===== config.mk =====
export PLATFORM = sky130hd
export DESIGN_NAME = pcpc_div_cell
export DESIGN_NICKNAME = d
export VERILOG_FILES = /design/src/hdl/pcpc_pkg.sv /design/src/hdl/pcpc_div_cell.sv
export SDC_FILE = /design/constraint.sdc
export NUM_CORES = 1
export LEC_CHECK = 0
export ABC_CLOCK_PERIOD_IN_PS = 10000
export BUFFER_PORTS_ARGS = -buffer_cell sky130_fd_sc_hd__buf_2
export CORE_AREA = 2 2 350 352
export DETAILED_ROUTE_END_ITERATION = 8
export DIE_AREA = 0 0 352 354
export GPL_TIMING_DRIVEN = 0
export HOLD_SLACK_MARGIN = 0.15
export MAX_ROUTING_LAYER = met4
export SYNTH_ARGS = -nofsm -noshare
export SYNTH_HDL_FRONTEND = slang
export SYNTH_SLANG_ARGS = --single-unit
export TNS_END_PERCENT = 30

===== constraint.sdc =====
create_clock -name aclk -period 10 [get_ports aclk]
set_input_delay 0.5 -clock aclk [delete_from_list [all_inputs] [get_ports aclk]]
set_output_delay 0.5 -clock aclk [all_outputs]
set_load 0.02 [all_outputs]

===== src/hdl/pcpc_pkg.sv =====
// shared types and constants for the point camera projection cull block
`default_nettype none
package pcpc_pkg;

    // fixed field widths
    localparam int unsigned COORD_W = 32;
    localparam int unsigned COEF_W  = 32;
    localparam int unsigned PROD_W  = 64;
    localparam int unsigned SUM_W   = 66;
    // row sums kept wide enough for the smallest fraction width
    localparam int unsigned ROW_W   = 58;
    localparam int unsigned MAG_W   = ROW_W - 1;
    localparam int unsigned PIX_W   = 32;
    localparam int unsigned DIV_W   = MAG_W + PIX_W;
    localparam int unsigned DIM_W   = 16;
    localparam int unsigned BND_W   = DIM_W + MAG_W;
    localparam int unsigned IDX_W   = 17;
    localparam int unsigned CFG_W   = 64;
    localparam int unsigned CFG_A_W = 3;

    // parameter defaults
    localparam int unsigned MAX_POINTS_DEF = 131072;
    localparam int unsigned FRAC_BITS_DEF  = 16;

    // configuration register indexes
    typedef enum logic [CFG_A_W-1:0] {
        REG_ROW0_01,
        REG_ROW0_23,
        REG_ROW1_01,
        REG_ROW1_23,
        REG_ROW2_01,
        REG_ROW2_23,
        REG_WIDTH,
        REG_HEIGHT
    } cfg_reg_t;

    // fields that ride alongside the arithmetic
    typedef struct packed {
        logic [IDX_W-1:0]          index;
        logic signed [COORD_W-1:0] depth;
        logic signed [COORD_W-1:0] sx;
        logic signed [COORD_W-1:0] sy;
        logic signed [COORD_W-1:0] sz;
        logic                      last;
        logic                      vis;
        logic                      zero_u;
        logic                      zero_v;
        logic                      ovf_u;
        logic                      ovf_v;
    } side_t;

    // word handed from one divider cell to the next
    typedef struct packed {
        logic [DIV_W-1:0] rem_u;
        logic [DIV_W-1:0] rem_v;
        logic [PIX_W-1:0] q_u;
        logic [PIX_W-1:0] q_v;
        logic [MAG_W-1:0] den;
        side_t            side;
    } cell_t;

endpackage
`default_nettype wire


===== src/hdl/pcpc_div_cell.sv =====
// one restoring divide cell: settles one quotient bit for both pixel lanes
`default_nettype none
module pcpc_div_cell #(
    parameter int unsigned SHIFT = 0
) (
    input  wire logic            aclk,
    input  wire logic            aresetn,
    input  wire logic            en,
    input  wire logic            in_valid,
    input  wire pcpc_pkg::cell_t in_word,
    output logic                 out_valid,
    output pcpc_pkg::cell_t      out_word
);
    logic            valid_reg;
    pcpc_pkg::cell_t word_reg;
    pcpc_pkg::cell_t word_next;
    logic [pcpc_pkg::DIV_W-1:0] sub;

    // trial subtract of the shifted divisor on each lane
    always_comb begin
        word_next = in_word;
        sub = {{pcpc_pkg::PIX_W{1'b0}}, in_word.den} << SHIFT;
        if (in_word.rem_u >= sub) begin
            word_next.rem_u      = in_word.rem_u - sub;
            word_next.q_u[SHIFT] = 1'b1;
        end
        if (in_word.rem_v >= sub) begin
            word_next.rem_v      = in_word.rem_v - sub;
            word_next.q_v[SHIFT] = 1'b1;
        end
    end

    always_ff @(posedge aclk) begin
        if (!aresetn) begin
            valid_reg <= 1'b0;
        end else if (en) begin
            valid_reg <= in_valid;
        end
    end

    always_ff @(posedge aclk) begin
        if (en) begin
            word_reg <= word_next;
        end
    end

    assign out_valid = valid_reg;
    assign out_word  = word_reg;

endmodule
`default_nettype wire


==> results.cfg <==
[outcome]
status = finished clean

[pwr]
p_per_area_nw_per_um2 = 168
p_sw_mw = 1.94
total_power_mw = 6.11
seqPwrFrac_pct = 38.9
leakagePower_nw = 14.7
p_int_mw = 4.16
p_comb_share_pct = 24.5
swShare_pct = 31.8
ir_drop_mv = 0.144
pwr-share-clk_pct = 36.6

[global_routing]
grtUsageTotal_pct = 21.3
grt_max_degree = 120
grt_overflow = 0
grt_pass1_wl_mm = 183
first_global_vias = 23900
antenna_found_initial = 50

[placement]
place_area_um2 = 30900
dp_hpwl_mm = 111
pre_cts_slack_ps = 4040
port_buffers = 902
place_congestion = 0.922

[sta]
setup_violations = 0
slew_headroom_pct = 9.15
worst_slew_pin_slew_ps = 1360
rsz0062_at_grt = false
finalCritPeriodShare_pct = 56.5
skew_ps = 0
fin_tns_setup_ps = 0
fin_ws_ps = 4350
fmax_mhz = 177
maxSlewViolCount = 0
hold_viol = 0
final.min_clock_period_ps = 5650

[layout]
nNetsFinal = 4073
fin_util_pct = 30.1
fillers = 12700
fin_area_um2 = 36400
drive_gt1_share_pct = 30.2
area_delta_synth_final_pct = 50.3

[flow_run]
max-cap-violations = 0

[logic_synthesis]
ys.flop_type = edfxtp_1
syn_area_per_cell_um2 = 11.0
ys.warnings.count = 0
synth_top_area_share_pct = 55.8
synth.most_common_cell = edfxtp_1
ys_seq_area_share_pct = 55.9
yosys-top-cells-area = edfxtp_1 56%, ha_1 5.9%, a21oi_1 5.2%
async_reset_ff_share_pct = 0
synth_top_area_cell = edfxtp_1
synth_area_um2 = 24200
synth_seq_cells = 451
synth_top_cells_by_count = 450 x edfxtp_1, 251 x a21oi_1, 230 x nor2_1, 173 x nand2_1, 120 x o21ai_0
synth.distinct_cells = 72
synth_edf_count = 450
synth_fp_nets = 2771
synth_cells = 2201

[floorplanning]
rows = 128
io_pins = 905
start_util_pct = 20.0
dieArea_um2 = 125000
core_area_um2 = 121000
die_h_um = 354
die_x_um = 352

[route]
wire_per_inst_um = 25.6
wl_mm = 134
vias = 23400
ant_nets = 0
drt_iter0_markers = 1578
first_pass_iters = 6
vias_per_cell = 4.49
drc = 0

[setup_path]
reg2reg_setup_slack_ps = 8850
critPathLaunchType = input pin
arrival_ps = 6080
critPathLaunch = in_word[180]
r2r-start = out_valid
cp.required_ps = 10430
reg2reg_depth = 3
path_max_fanout = 10
crit_type = in -> reg
endpoint_kind = register

[clock_network]
cts_tree = built
root_buffer = clkbuf_16
clockBufferDepth = 3
clkSinkCount = 451
cts_resized = 0
ctsHtreeMaxLevel = 2
clk_pin_slew_ps = 60
numCtsBuffers = 58
clock_latency_ps = 650

[worst_hold_path]
min_path_cells = 3
hold_path_class = in -> reg
min_from = in_word[413]
==> flip-flops by register name (all words and copies together), names as in the netlist <==
| register | cells |
|---|---|
| out_word | 450 |
| out_valid | 1 |
==> worst max-delay path, cell delays in order <==
cell           delay (ps)
dlygate4sd3_1         520
buf_2                 160
inv_1                 120
ha_1                  300
clkbuf_1              280
nand4_1               170
or3_1                 470
nor4_1                340
nand3_1               380
o31ai_1               490
a21oi_1               200
nand2_1               150
clkbuf_1              770
clkbuf_1              660
nand3_1               180
xnor2_1               370
==> cell type report <==
| cell class | instances | area, µm² | share of cell area [%] |
|---|---|---|---|
| Sequential cell | 451 | 13500 | 37.2 |
| Clock buffer | 63 | 1490 | 4.10 |
| Timing Repair Buffer | 1242 | 7990 | 22.0 |
| Multi-Input combinational cell | 1588 | 10000 | 27.5 |
| Antenna cell | 48 | 120 | 0.330 |
| Tap cell | 1625 | 2030 | 5.59 |
| Clock inverter | 45 | 539 | 1.48 |
| Inverter | 87 | 327 | 0.898 |
| Buffer | 75 | 333 | 0.915 |
==> cells by family (layout without fill, tap and decap cells) <==
family,after synthesis,in the layout,share of synthesized area (%)
AOI/OAI and AO/OA,577,577,14.5
DFF,451,451,55.9
buffers and inverters,162,1512,2.72
muxes,6,6,0.290
other,0,48,0
xor gates and xnor gates,166,166,6.01
and+or+nand+nor,723,723,14.5
adders and majority gates,116,116,6.06
==> routing by layer <==
metal  GRT usage (%)  wire (µm)  part of all wire [%]  vias up
met2            35.5      65400                    49      971
met5               -          0                     0        -
met4            8.98       5730                   4.3        0
met3            7.42      11200                   8.4      176
li1                -          -                     -    10900
met1            23.1      51400                    38    11300
==> power groups by stage <==
stage / sequential (mW) / combinational, mW / clock (mW)
6_report: 2.37 / 1.49 / 2.24
4_1_cts: 2.38 / 1.50 / 2.31
5_1_grt: 2.39 / 1.60 / 2.38
3_3_place_gp: 2.44 / 1.38 / 0
3_5_place_dp: 2.41 / 1.38 / 0
2_1_floorplan: 2.66 / 0.487 / 0
==> through the flow <==
stage / hold WS, ps / cells
CTS: 150 / 5176
detailed placement: 506 / 4734
global placement: 493 / 4728
floorplan: 589 / 2201
finish: 205 / 5224
global route: 165 / 5219
==> layout by cell type (no fill, tap or decap), types with 11 or more instances in the layout <==
cell type	n
edfxtp_1	450
xor2_1	66
or4_1	15
o21ai_0	120
clkbuf_1	68
xnor2_1	100
diode_2	48
a21oi_1	251
nand4_1	66
clkbuf_16	59
o211ai_1	12
or2_2	17
a211oi_1	26
nand3_1	33
nor4_1	31
inv_1	87
buf_2	907
o21bai_1	17
nor2b_1	15
or3_1	13
ha_1	114
dlygate4sd3_1	334
nand2b_1	17
a21o_1	36
a21oi_2	12
nor2_1	230
nand2_1	173
o21a_1	17
and3_1	20
nor3_1	51
o31ai_1	11
==> worst paths after layout <==
kind	endpoint
max	out_word[356]
min	out_word[413]
max reg2reg	out_valid
min reg2reg	out_valid
==> repair_timing <==
item                                    CTS  global route
setup buffers                             0             0
endpoints found under the setup margin    0             0
hold buffers                            334             0
hold endpoints to repair                333             0
No activity file was read; power rests on OpenSTA's default activity.
